==> src/akvcd_pkg.sv <==
// Package for the ASCII key/value command decoder.
// Holds the parse phase type, status and command codes, constants and the stage structs.
// No dependencies.
package akvcd_pkg;

    localparam int LINE_CAP_DEF = 32;

    typedef enum logic [2:0] {
        PH_KEY    = 3'd0,
        PH_SPACE  = 3'd1,
        PH_SIGN   = 3'd2,
        PH_DIGITS = 3'd3,
        PH_FAIL   = 3'd4,
        PH_DONE   = 3'd5
    } t_phase;

    localparam logic [1:0] ST_OK        = 2'd0;
    localparam logic [1:0] ST_MALFORMED = 2'd1;
    localparam logic [1:0] ST_UNKNOWN   = 2'd2;
    localparam logic [1:0] ST_BAD_BUZZ  = 2'd3;

    localparam logic [3:0] CMD_NONE = 4'd0;
    localparam logic [3:0] CMD_V    = 4'd1;
    localparam logic [3:0] CMD_X    = 4'd2;
    localparam logic [3:0] CMD_Y    = 4'd3;
    localparam logic [3:0] CMD_H    = 4'd4;
    localparam logic [3:0] CMD_R    = 4'd5;
    localparam logic [3:0] CMD_L    = 4'd6;
    localparam logic [3:0] CMD_J    = 4'd7;
    localparam logic [3:0] CMD_E    = 4'd8;
    localparam logic [3:0] CMD_B    = 4'd9;
    localparam logic [3:0] CMD_C    = 4'd10;

    localparam logic [7:0] CH_NUL   = 8'd0;
    localparam logic [7:0] CH_TAB   = 8'd9;
    localparam logic [7:0] CH_LF    = 8'd10;
    localparam logic [7:0] CH_VT    = 8'd11;
    localparam logic [7:0] CH_FF    = 8'd12;
    localparam logic [7:0] CH_CR    = 8'd13;
    localparam logic [7:0] CH_SPC   = 8'd32;
    localparam logic [7:0] CH_PLUS  = 8'd43;
    localparam logic [7:0] CH_MINUS = 8'd45;
    localparam logic [7:0] CH_ZERO  = 8'd48;
    localparam logic [7:0] CH_NINE  = 8'd57;

    localparam logic [31:0] MAG_LIMIT   = 32'h8000_0000;
    localparam logic [15:0] BUZZ_CMP    = 16'd500;
    localparam int          HEIGHT_MIN  = 60;
    localparam int          HEIGHT_MAX  = 210;
    localparam int          LINE_ERR_LIM = 1000;

    // Parsed line as seen at the line terminator.
    typedef struct packed {
        logic        line_end;   // terminator on a non-empty line
        logic        ok;         // key and at least one digit seen
        logic [7:0]  key;
        logic        neg;
        logic [31:0] mag;        // saturated magnitude, at most 2^31
    } t_line_info;

    typedef struct packed {
        logic [1:0]  status;
        logic [3:0]  command;
        logic [31:0] applied;
        logic [15:0] compare;
        logic        pwm_on;
    } t_result;

endpackage

==> src/akvcd_parser.sv <==
// Line parser: character count, key capture, sign and saturating decimal accumulator.
// Depends on akvcd_pkg.
module akvcd_parser #(
    parameter int LINE_CAP = akvcd_pkg::LINE_CAP_DEF
) (
    input  logic                   i_clk,
    input  logic                   i_rst_n,
    input  logic                   i_adv,
    input  logic [7:0]             i_byte,
    output akvcd_pkg::t_line_info  o_info
);
    localparam int CW = $clog2(LINE_CAP);

    logic [CW-1:0]     r_count, n_count;
    logic [7:0]        r_key, n_key;
    akvcd_pkg::t_phase r_phase, n_phase;
    logic              r_neg, n_neg;
    logic [31:0]       r_acc, n_acc;

    logic        is_eol, is_digit, is_blank, is_sign;
    logic [35:0] acc_next;

    always_comb begin
        is_eol   = (i_byte == akvcd_pkg::CH_LF) || (i_byte == akvcd_pkg::CH_CR);
        is_digit = (i_byte >= akvcd_pkg::CH_ZERO) && (i_byte <= akvcd_pkg::CH_NINE);
        is_blank = (i_byte == akvcd_pkg::CH_SPC) || (i_byte == akvcd_pkg::CH_TAB) ||
                   (i_byte == akvcd_pkg::CH_VT) || (i_byte == akvcd_pkg::CH_FF);
        is_sign  = (i_byte == akvcd_pkg::CH_PLUS) || (i_byte == akvcd_pkg::CH_MINUS);
        // acc*10 + digit as shifts and adds
        acc_next = ({4'b0, r_acc} << 3) + ({4'b0, r_acc} << 1) +
                   {32'b0, i_byte[3:0]};
    end

    // next state
    always_comb begin
        n_count = r_count;
        n_key   = r_key;
        n_phase = r_phase;
        n_neg   = r_neg;
        n_acc   = r_acc;
        if (i_adv) begin
            if (is_eol) begin
                n_count = '0;
                n_key   = '0;
                n_phase = akvcd_pkg::PH_KEY;
                n_neg   = 1'b0;
                n_acc   = '0;
            end else if (r_count < CW'(LINE_CAP - 1)) begin
                n_count = r_count + 1'b1;
                if (i_byte == akvcd_pkg::CH_NUL) begin
                    n_phase = ((r_phase == akvcd_pkg::PH_DIGITS) ||
                               (r_phase == akvcd_pkg::PH_DONE)) ?
                              akvcd_pkg::PH_DONE : akvcd_pkg::PH_FAIL;
                end else begin
                    case (r_phase)
                        akvcd_pkg::PH_KEY: begin
                            n_key   = i_byte;
                            n_phase = akvcd_pkg::PH_SPACE;
                        end
                        akvcd_pkg::PH_SPACE, akvcd_pkg::PH_SIGN,
                        akvcd_pkg::PH_DIGITS: begin
                            if (r_phase == akvcd_pkg::PH_SPACE && is_blank) begin
                                n_phase = r_phase;
                            end else if (r_phase == akvcd_pkg::PH_SPACE && is_sign) begin
                                n_neg   = (i_byte == akvcd_pkg::CH_MINUS);
                                n_phase = akvcd_pkg::PH_SIGN;
                            end else if (is_digit) begin
                                n_acc   = (acc_next > {4'b0, akvcd_pkg::MAG_LIMIT}) ?
                                          akvcd_pkg::MAG_LIMIT : acc_next[31:0];
                                n_phase = akvcd_pkg::PH_DIGITS;
                            end else begin
                                n_phase = (r_phase == akvcd_pkg::PH_DIGITS) ?
                                          akvcd_pkg::PH_DONE : akvcd_pkg::PH_FAIL;
                            end
                        end
                        default: begin
                            n_phase = r_phase;
                        end
                    endcase
                end
            end
        end
    end

    // outputs
    always_comb begin
        o_info.line_end = is_eol && (r_count != '0);
        o_info.ok       = (r_phase == akvcd_pkg::PH_DIGITS) ||
                          (r_phase == akvcd_pkg::PH_DONE);
        o_info.key      = r_key;
        o_info.neg      = r_neg;
        o_info.mag      = r_acc;
    end

    always_ff @(posedge i_clk) begin
        if (!i_rst_n) begin
            r_count <= '0;
            r_key   <= '0;
            r_phase <= akvcd_pkg::PH_KEY;
            r_neg   <= 1'b0;
            r_acc   <= '0;
        end else begin
            r_count <= n_count;
            r_key   <= n_key;
            r_phase <= n_phase;
            r_neg   <= n_neg;
            r_acc   <= n_acc;
        end
    end

endmodule

==> src/akvcd_exec.sv <==
// Command executor: converts the parsed line to a value, applies clamps, holds buzzer
// compare, run flag and the reload register, and forms the status result.
// Depends on akvcd_pkg.
module akvcd_exec (
    input  logic                  i_clk,
    input  logic                  i_rst_n,
    input  logic                  i_cfg_we,
    input  logic [15:0]           i_cfg_data,
    input  logic                  i_commit,     // line end taken this cycle
    input  akvcd_pkg::t_line_info i_info,
    output akvcd_pkg::t_result    o_result
);
    logic [15:0] r_reload;
    logic [15:0] r_compare, n_compare;
    logic        r_running, n_running;

    logic signed [31:0] val, applied;
    logic [1:0]         status;
    logic [3:0]         command;

    always_comb begin
        if (i_info.mag[31]) begin
            val = i_info.neg ? 32'sh8000_0000 : 32'sh7FFF_FFFF;
        end else begin
            val = i_info.neg ? -$signed(i_info.mag) : $signed(i_info.mag);
        end
    end

    always_comb begin
        status    = akvcd_pkg::ST_OK;
        command   = akvcd_pkg::CMD_NONE;
        applied   = '0;
        n_compare = r_compare;
        n_running = r_running;
        if (!i_info.ok) begin
            status = akvcd_pkg::ST_MALFORMED;
        end else begin
            case (i_info.key)
                "V": begin command = akvcd_pkg::CMD_V; applied = val; end
                "X": begin command = akvcd_pkg::CMD_X; applied = val; end
                "Y": begin command = akvcd_pkg::CMD_Y; applied = val; end
                "R": begin command = akvcd_pkg::CMD_R; applied = val; end
                "H": begin
                    command = akvcd_pkg::CMD_H;
                    if (val < 32'(akvcd_pkg::HEIGHT_MIN)) begin
                        applied = 32'(akvcd_pkg::HEIGHT_MIN);
                    end else if (val > 32'(akvcd_pkg::HEIGHT_MAX)) begin
                        applied = 32'(akvcd_pkg::HEIGHT_MAX);
                    end else begin
                        applied = val;
                    end
                end
                "L": begin
                    command = akvcd_pkg::CMD_L;
                    if (val < -32'sd1000) begin
                        applied = -32'(akvcd_pkg::LINE_ERR_LIM);
                    end else if (val > 32'(akvcd_pkg::LINE_ERR_LIM)) begin
                        applied = 32'(akvcd_pkg::LINE_ERR_LIM);
                    end else begin
                        applied = val;
                    end
                end
                "J": begin command = akvcd_pkg::CMD_J; applied = {31'b0, val != 0}; end
                "E": begin command = akvcd_pkg::CMD_E; applied = {31'b0, val != 0}; end
                "B": begin
                    command = akvcd_pkg::CMD_B;
                    applied = val;
                    if (val == 0) begin
                        n_running = 1'b0;
                    end else if (val == 1 || val == 2) begin
                        n_compare = akvcd_pkg::BUZZ_CMP;
                        n_running = 1'b1;
                    end else begin
                        status = akvcd_pkg::ST_BAD_BUZZ;
                    end
                end
                "C": begin
                    command = akvcd_pkg::CMD_C;
                    if (val < 0) begin
                        applied = '0;
                    end else if (val > $signed({16'b0, r_reload})) begin
                        applied = {16'b0, r_reload};
                    end else begin
                        applied = val;
                    end
                    n_compare = applied[15:0];
                    n_running = 1'b1;
                end
                default: begin
                    status = akvcd_pkg::ST_UNKNOWN;
                end
            endcase
        end
        o_result.status  = status;
        o_result.command = command;
        o_result.applied = applied;
        o_result.compare = n_compare;
        o_result.pwm_on  = n_running;
    end

    always_ff @(posedge i_clk) begin
        if (!i_rst_n) begin
            r_reload  <= 16'hFFFF;
            r_compare <= '0;
            r_running <= 1'b0;
        end else begin
            if (i_cfg_we) begin
                r_reload <= i_cfg_data;
            end
            if (i_commit) begin
                r_compare <= n_compare;
                r_running <= n_running;
            end
        end
    end

endmodule

==> src/ascii_key_value_command_decoder.sv <==
// ASCII key/value command decoder, top level; depends on akvcd_pkg, akvcd_parser, akvcd_exec.
// The byte is registered on accept and decoded straight into the output register, which
// then holds the line's status; a stalled output register can delay it.
// Throughput: one byte per cycle; only a stalled output register holds the input.
// Reset (synchronous, active low) clears the line parser and buzzer state and sets the
// reload register to 65535.
module ascii_key_value_command_decoder #(
    parameter int LINE_CAP = akvcd_pkg::LINE_CAP_DEF
) (
    input  logic        i_clk,
    input  logic        i_rst_n,
    input  logic        i_in_valid,
    output logic        o_in_stall,
    input  logic [7:0]  i_rx_byte,
    input  logic        i_cfg_valid,
    output logic        o_cfg_ready,
    input  logic [15:0] i_cfg_pwm_reload,
    output logic        o_out_valid,
    input  logic        i_out_stall,
    output logic [1:0]  o_status,
    output logic [3:0]  o_command,
    output logic signed [31:0] o_applied_value,
    output logic [15:0] o_pwm_compare,
    output logic        o_pwm_on
);
    logic               r_in_valid;
    logic [7:0]         r_in_byte;
    logic               r_out_valid;
    akvcd_pkg::t_result r_out;

    logic                  out_free, adv, in_take, commit;
    akvcd_pkg::t_line_info info;
    akvcd_pkg::t_result    result;

    assign out_free   = !r_out_valid || !i_out_stall;
    assign adv        = r_in_valid && out_free;
    assign o_in_stall = r_in_valid && !out_free;
    assign in_take    = i_in_valid && !o_in_stall;
    assign commit     = adv && info.line_end;
    assign o_cfg_ready = 1'b1;

    akvcd_parser #(
        .LINE_CAP (LINE_CAP)
    ) u_parser (
        .i_clk   (i_clk),
        .i_rst_n (i_rst_n),
        .i_adv   (adv),
        .i_byte  (r_in_byte),
        .o_info  (info)
    );

    akvcd_exec u_exec (
        .i_clk      (i_clk),
        .i_rst_n    (i_rst_n),
        .i_cfg_we   (i_cfg_valid && o_cfg_ready),
        .i_cfg_data (i_cfg_pwm_reload),
        .i_commit   (commit),
        .i_info     (info),
        .o_result   (result)
    );

    always_ff @(posedge i_clk) begin
        if (!i_rst_n) begin
            r_in_valid  <= 1'b0;
            r_out_valid <= 1'b0;
        end else begin
            if (in_take) begin
                r_in_valid <= 1'b1;
            end else if (adv) begin
                r_in_valid <= 1'b0;
            end
            if (out_free) begin
                r_out_valid <= commit;
            end
        end
    end

    always_ff @(posedge i_clk) begin
        if (in_take) begin
            r_in_byte <= i_rx_byte;
        end
        if (commit) begin
            r_out <= result;
        end
    end

    assign o_out_valid     = r_out_valid;
    assign o_status        = r_out.status;
    assign o_command       = r_out.command;
    assign o_applied_value = $signed(r_out.applied);
    assign o_pwm_compare   = r_out.compare;
    assign o_pwm_on        = r_out.pwm_on;

endmodule

==> config.mk <==
export PLATFORM = sky130hd
export DESIGN_NAME = ascii_key_value_command_decoder
export DESIGN_NICKNAME = d
export VERILOG_FILES = /design/src/akvcd_pkg.sv /design/src/akvcd_parser.sv /design/src/akvcd_exec.sv /design/src/ascii_key_value_command_decoder.sv
export SDC_FILE = /design/constraint.sdc
export NUM_CORES = 1
export LEC_CHECK = 0
export BUFFER_PORTS_ARGS = -buffer_cell sky130_fd_sc_hd__buf_2
export CAP_MARGIN = 20
export CORE_MARGIN = 10
export CORE_UTILIZATION = 40
export CTS_CLUSTER_SIZE = 24
export DETAILED_ROUTE_END_ITERATION = 6
export PLACE_DENSITY = 0.62
export SLEW_MARGIN = 20
export SYNTH_ARGS = -nofsm -noshare
export SYNTH_HDL_FRONTEND = slang
export SYNTH_SLANG_ARGS = --single-unit
==> constraint.sdc <==
create_clock -name i_clk -period 5.8 [get_ports i_clk]
set_input_delay 0.29 -clock i_clk [delete_from_list [all_inputs] [get_ports i_clk]]
set_output_delay 0.29 -clock i_clk [all_outputs]
set_load 0.02 [all_outputs]
==> impl_metrics.py, run 1 <==
metrics = {
    "cells_and_area": {
        "layout-drive-gt1-share": 0.125,
        "fill_cells": 2528,
        "design_area_um2": 12100,
        "instances_no_fill": 1668,
        "fin_util": 0.461,
        "area_delta_synth_final_pct": 12.4,
        "num-nets-final": 1433,
        "diodes": 0,
    },
    "worst_setup_path": {
        "crit_top_cell": "or3_1",
        "cp.buffers_inverters": 1,
        "path_cells": "inv_1 > ha_1 > or4b_4 > or3_1 > o31a_1 > a211oi_1 > o211ai_1 > a31o_2 > nor4_1 > o31ai_1 > or3_1 > a221o_1",
        "cpLargestDelayFamily": "compound AO/OA/AOI/OAI gates",
        "critPathMaxFanout": 8,
        "critPathSlowestCell": "a211oi_1",
        "critPathKind": "reg2reg",
        "crit_arrival_ns": 5.37,
        "startpoint_type": "flop",
        "critPathMaxStageDelay_ns": 0.56,
        "end_kind": "flop",
        "required_ns": 5.98,
    },
    "route": {
        "first_pass_iters": 6,
        "wl_per_cell_um": 19.6,
        "drc": 0,
        "drtAntennaViolNets": 0,
        "viasPerCell": 6.16,
        "vias": 10272,
        "totalWireLength_um": 32700,
        "drt_iter0_drc": 1423,
    },
    "clocking": {
        "clkTransAtPathRegs_ns": 0.07,
        "htree_levels": 4,
        "cts_buffer_depth": 2,
        "cts_hold_buf": 0,
        "worstSkewPairLatency_ns": 0.44,
        "clockRootBuffer": "clkbuf_16",
        "numClockSinks": 147,
        "tritoncts": "yes",
        "post_cts_buffers": 0,
        "cts-buffers-inserted": 17,
        "cts-resized-gates": 0,
    },
    "global_route": {
        "antenna_found_initial": 0,
        "grt_max_degree": 46,
        "grt_pass1_wl_um": 52300,
        "grt-ovfl-total": 0,
        "grt_pass1_vias": 9634,
        "grt_util_all_layers": 0.189,
    },
    "yosys": {
        "syn_area_um2": 10800,
        "ys.flop_type": "dfxtp_1",
        "synth-edff-count": 63,
        "ys_seq_area_frac": 0.332,
        "syn-num-nets": 1390,
        "netlist_instances": 1277,
        "ys_types": 83,
        "yosysTopAreaCell": "edfxtp_1",
        "syn-mean-instance-area_um2": 8.43,
        "netlist_top_cells_area": "edfxtp_1, dfxtp_1, ha_1",
        "ys_ff_latch": 147,
        "synth_top_area_frac": 0.176,
        "yosys_warnings": 0,
        "synthTopCellsByCount": "nand2_1, o21ai_0, nor2_1",
        "yosysMostFrequentCell": "nand2_1",
        "synth-async-reset-ratio": 0,
    },
    "sta": {
        "slew_headroom": 0.297,
        "setup_viol": 0,
        "fmax_mhz": 193,
        "hold_ws_ns": 0.0277,
        "min_period_over_period": 0.895,
        "tightest_slew_ns": 1.05,
        "slew_viol_final": 0,
        "min_period_ns": 5.19,
        "finalHoldViolCount": 0,
        "fin_skew_ns": 0.0196,
        "setup_tns_ns": 0,
        "rsz0062_at_grt": "false",
        "layout_setup_ws_ns": 0.610,
    },
    "worst_hold_path": {
        "hold_path.class": "in2reg",
    },
    "die": {
        "rows": 59,
        "die_height_um": 184,
        "pin_count": 87,
        "design.core.area_um2": 26300,
        "die_w_um": 184,
        "initial_core_util": 0.410,
        "die_area_um2": 33900,
    },
    "placed_design": {
        "place_ws_ns": 0.709,
        "hpwl_um": 24500,
        "port_buffers": 85,
        "dp_cells": 1636,
        "dpl_cell_area_um2": 11500,
        "place.gp.congestion": 0.976,
    },
    "power": {
        "leakage_nw": 5.38,
        "ir_drop_v": 0.000185,
        "power.total_mw": 2.42,
        "p_per_area_nw_per_um2": 200,
    },
    "run_status": {
        "status": "complete, no violations",
    },
    "job": {
        "cap_violations": 0,
    },
}
-- layout make-up --
| type | count | area [um2] | area share |
|---|---|---|---|
| Clock buffer | 17 | 425 | 0.0351 |
| Clock inverter | 15 | 214 | 0.0177 |
| Inverter | 49 | 184 | 0.0152 |
| Multi-Input combinational cell | 997 | 6690 | 0.553 |
| Sequential cell | 147 | 3570 | 0.295 |
| Tap cell | 335 | 419 | 0.0346 |
| Timing Repair Buffer | 108 | 598 | 0.0494 |
-- routing by layer --
| layer | wire length (um) | up-vias | track usage |
|---|---|---|---|
| met5 | 0 | - | 0 |
| met4 | 960 | 0 | 0.0757 |
| met3 | 2270 | 68 | 0.0285 |
| met2 | 15400 | 465 | 0.313 |
| met1 | 14100 | 4813 | 0.242 |
| li1 | - | 4926 | - |
-- flip-flops by register name (all words and copies together), names as in the netlist --
register          count
o_status              2
o_out_valid           1
u_parser.r_phase      3
o_pwm_compare        16
u_parser.r_key        8
u_exec.r_running      1
u_parser.r_count      5
o_applied_value      32
o_command             4
r_in_byte             8
o_pwm_on              1
u_exec.r_reload      16
u_parser.r_neg        1
r_in_valid            1
u_exec.r_compare     16
u_parser.r_acc       32
-- worst paths after layout --
check / startpoint / end / slack, ns / depth (start not counted)
max: u_parser.r_acc[0] / o_applied_value[6] / 0.61 / 12
min: i_rx_byte[7] / r_in_byte[7] / 0.03 / 1
max reg2reg: u_parser.r_acc[0] / o_applied_value[6] / 0.61 / 12
min reg2reg: u_exec.r_compare[5] / u_exec.r_compare[5] / 0.45 / 2
-- cell families (layout without fill, tap and decap cells) --
group / after synthesis / after routing / synth area share
compound gates: 437 / 437 / 0.278
xor+xnor: 46 / 46 / 0.0374
fa+ha+maj: 84 / 84 / 0.0990
buf+inv: 133 / 189 / 0.0489
flops: 147 / 147 / 0.332
mux: 12 / 12 / 0.0113
other cells: 1 / 1 / 0.000348
simple gates: 417 / 417 / 0.193
-- placed cells by master (no fill, tap or decap), types with 17 or more instances in the layout --
master	instances
a21o_1	20
nand3_1	31
a21oi_1	80
xnor2_1	24
o211ai_1	22
or3_1	20
inv_1	47
buf_4	23
a31oi_1	17
nor2_1	95
o21ai_0	104
or4_1	18
dfxtp_1	84
ha_1	82
xor2_1	22
a22o_1	26
nor4_1	22
o31ai_1	18
nor3_1	24
buf_2	85
o21a_1	22
edfxtp_1	63
nand2_1	117
clkbuf_16	17
-- worst reg2reg max path, stage by stage (launching register included) --
cell and delay (ns):
dfxtp_1 0.41, inv_1 0.14, ha_1 0.24, or4b_4 0.54, or3_1 0.47, o31a_1 0.32
a211oi_1 0.56, o211ai_1 0.33, a31o_2 0.35, nor4_1 0.56, o31ai_1 0.26, or3_1 0.43
a221o_1 0.34
-- power breakdown --
group | switching [mW] | internal (mW) | total (mW)
sequential | 0.0219 | 1.09 | 1.11
clock | 0.529 | 0.665 | 1.19
combinational | 0.0706 | 0.0426 | 0.113
total | 0.621 | 1.80 | 2.42
No activity file was read; power rests on OpenSTA's default activity.
==> inputs of run 2 (changes only) <==
--- a/config.mk
+++ b/config.mk
@@ -5,6 +5,7 @@
 export SDC_FILE = /design/constraint.sdc
 export NUM_CORES = 1
 export LEC_CHECK = 0
+export ABC_AREA = 1
 export BUFFER_PORTS_ARGS = -buffer_cell sky130_fd_sc_hd__buf_2
 export CAP_MARGIN = 20
 export CORE_MARGIN = 10
==> impl_metrics.py, run 2 <==
metrics = {
    "placed_design": {
        "port_buffers": 85,
        "hpwl_um": 28600,
        "place_ws_ns": 1.79,
        "place.gp.congestion": 0.940,
    },
    "global_route": {
        "antenna_found_initial": 1,
        "grt_util_all_layers": 0.185,
        "grt_pass1_wl_um": 57700,
        "grt_max_degree": 60,
        "grt-ovfl-total": 0,
        "grt_pass1_vias": 10887,
    },
    "cells_and_area": {
        "diodes": 0,
        "num-nets-final": 1957,
        "final_cell_mix": "nand2_1, inv_1, nor2_1, nand3_1, a21oi_1",
        "layout-drive-gt1-share": 0.129,
        "area_delta_synth_final_pct": 9.65,
        "final_common_cell": "nand2_1",
    },
    "clocking": {
        "clkTransAtPathRegs_ns": 0.06,
        "numClockSinks": 147,
        "cts_hold_buf": 0,
        "cts-resized-gates": 0,
        "post_cts_buffers": 0,
        "clockRootBuffer": "clkbuf_16",
        "tritoncts": "yes",
        "cts-buffers-inserted": 17,
        "cts_buffer_depth": 2,
        "worstSkewPairLatency_ns": 0.44,
        "htree_levels": 4,
    },
    "sta": {
        "rsz0062_at_grt": "false",
        "finalHoldViolCount": 0,
        "fin_skew_ns": 0.00677,
        "tightest_slew_ns": 1.10,
        "min_period_over_period": 0.706,
        "fmax_mhz": 244,
        "layout_setup_ws_ns": 1.71,
        "setup_viol": 0,
        "slew_headroom": 0.270,
        "slew_viol_final": 0,
        "min_period_ns": 4.09,
        "setup_tns_ns": 0,
    },
    "yosys": {
        "netlist_top_cells_area": "edfxtp_1, nand2_1, dfxtp_1",
        "ys.flop_type": "dfxtp_1",
        "yosysTopAreaCell": "edfxtp_1",
        "yosys_warnings": 0,
        "syn-num-nets": 1899,
        "synth-async-reset-ratio": 0,
        "ys_seq_area_frac": 0.294,
        "syn-mean-instance-area_um2": 6.80,
        "ys_types": 65,
        "ys_ff_latch": 147,
        "syn_area_um2": 12100,
        "synth_top_area_frac": 0.156,
        "netlist_instances": 1786,
        "synth-edff-count": 63,
        "synthTopCellsByCount": "nand2_1, inv_1, nor2_1",
        "yosysMostFrequentCell": "nand2_1",
    },
    "worst_setup_path": {
        "startpoint_type": "flop",
        "end_kind": "flop",
        "critPathMaxFanout": 28,
        "reg2reg_from": "r_in_byte[3]",
        "crit_start": "r_in_byte[3]",
        "crit_arrival_ns": 4.44,
        "required_ns": 6.15,
        "critPathKind": "reg2reg",
    },
    "worst_hold_path": {
        "hold_path.class": "in2reg",
        "min_from": "i_rx_byte[6]",
    },
    "die": {
        "die_height_um": 194,
        "die_w_um": 194,
        "design.core.area_um2": 29800,
        "rows": 63,
        "die_area_um2": 37700,
        "pin_count": 87,
        "initial_core_util": 0.408,
    },
    "route": {
        "vias": 11786,
        "viasPerCell": 5.25,
        "totalWireLength_um": 35900,
        "first_pass_iters": 5,
        "drt_iter0_drc": 830,
        "drc": 0,
        "wl_per_cell_um": 16.0,
        "drtAntennaViolNets": 0,
    },
    "job": {
        "cap_violations": 0,
    },
    "power": {
        "p_per_area_nw_per_um2": 167,
        "ir_drop_v": 0.000114,
        "leakage_nw": 6.60,
        "power.total_mw": 2.22,
    },
    "run_status": {
        "status": "complete, no violations",
    },
}
## run 2: changes by cell type in the layout (fill, tap and decap cells not counted), moves of 45 or more
cell / previous run / this run
nor2_1: 95 / 190
inv_1: 47 / 211
o21ai_0: 104 / 59
nand2_1: 117 / 456
a21oi_1: 80 / 137
nand3_1: 31 / 138
## run 2: where the power goes
group	total [mW]	switching [mW]	internal, mW
clock network	1.01	0.449	0.559
registers	1.11	0.0141	1.09
logic	0.107	0.0733	0.0334
total	2.22	0.537	1.68
## run 2: metrics by stage
step | hold slack [ns] | area (um2) | utilization | cells
floorplan | 0.389 | 12100 | - | 1786
global placement | 0.471 | 12800 | 0.429 | 2215
detailed placement | 0.475 | 12800 | 0.429 | 2215
CTS | 0.0156 | 13300 | 0.447 | 2247
global route | 0.0229 | 13300 | 0.447 | 2247
finish | 0.0328 | 13300 | 0.447 | 2247
## run 2: path summary, 6_finish.rpt
kind,endpoint,slack (ns),cells after the start
hold / removal,r_in_byte[6],0.03,1
setup reg to reg,u_parser.r_acc[6],1.71,18
hold reg to reg,u_parser.r_count[1],0.49,2
setup / recovery,u_parser.r_acc[6],1.71,18
## run 2: layout make-up
cell class	count	area [um2]
sequential	147	3570
multi-input combinational	1355	7390
fill	3152	16500
tap	390	488
clock inverter	11	80.1
clock buffer	21	450
timing repair buffer	88	448
inverter	235	885
## run 2: kinds of logic (layout without fill, tap and decap cells)
group	after synthesis	count (layout)	synth area share
other cells	1	1	0.000309
simple gates	950	950	0.359
buf+inv	284	355	0.0973
compound gates	294	294	0.141
flops	147	147	0.294
fa+ha+maj	84	84	0.0878
xor+xnor	26	26	0.0200
## run 2: worst max-delay path: stages, from the launching register on
cell and delay [ns]:
edfxtp_1 0.49, fa_1 0.60, inv_1 0.07, fa_1 0.45
inv_1 0.10, nand2_1 0.10, o21ai_2 0.23, a21oi_1 0.14
o21ai_1 0.28, nand2_1 0.09, inv_1 0.08, o21ai_1 0.07
nand3_1 0.09, nand3_1 0.08, nor2_1 0.27, nand2_1 0.15
nand2_2 0.44, nand2_1 0.11, a21oi_1 0.16
## run 2: per-layer routing
layer	up-vias	GRT usage	routed length, um
met2	320	0.299	16700
met3	43	0.0285	1600
li1	6031	-	-
met4	2	0.0579	679
met5	-	0	7
met1	5390	0.247	16900
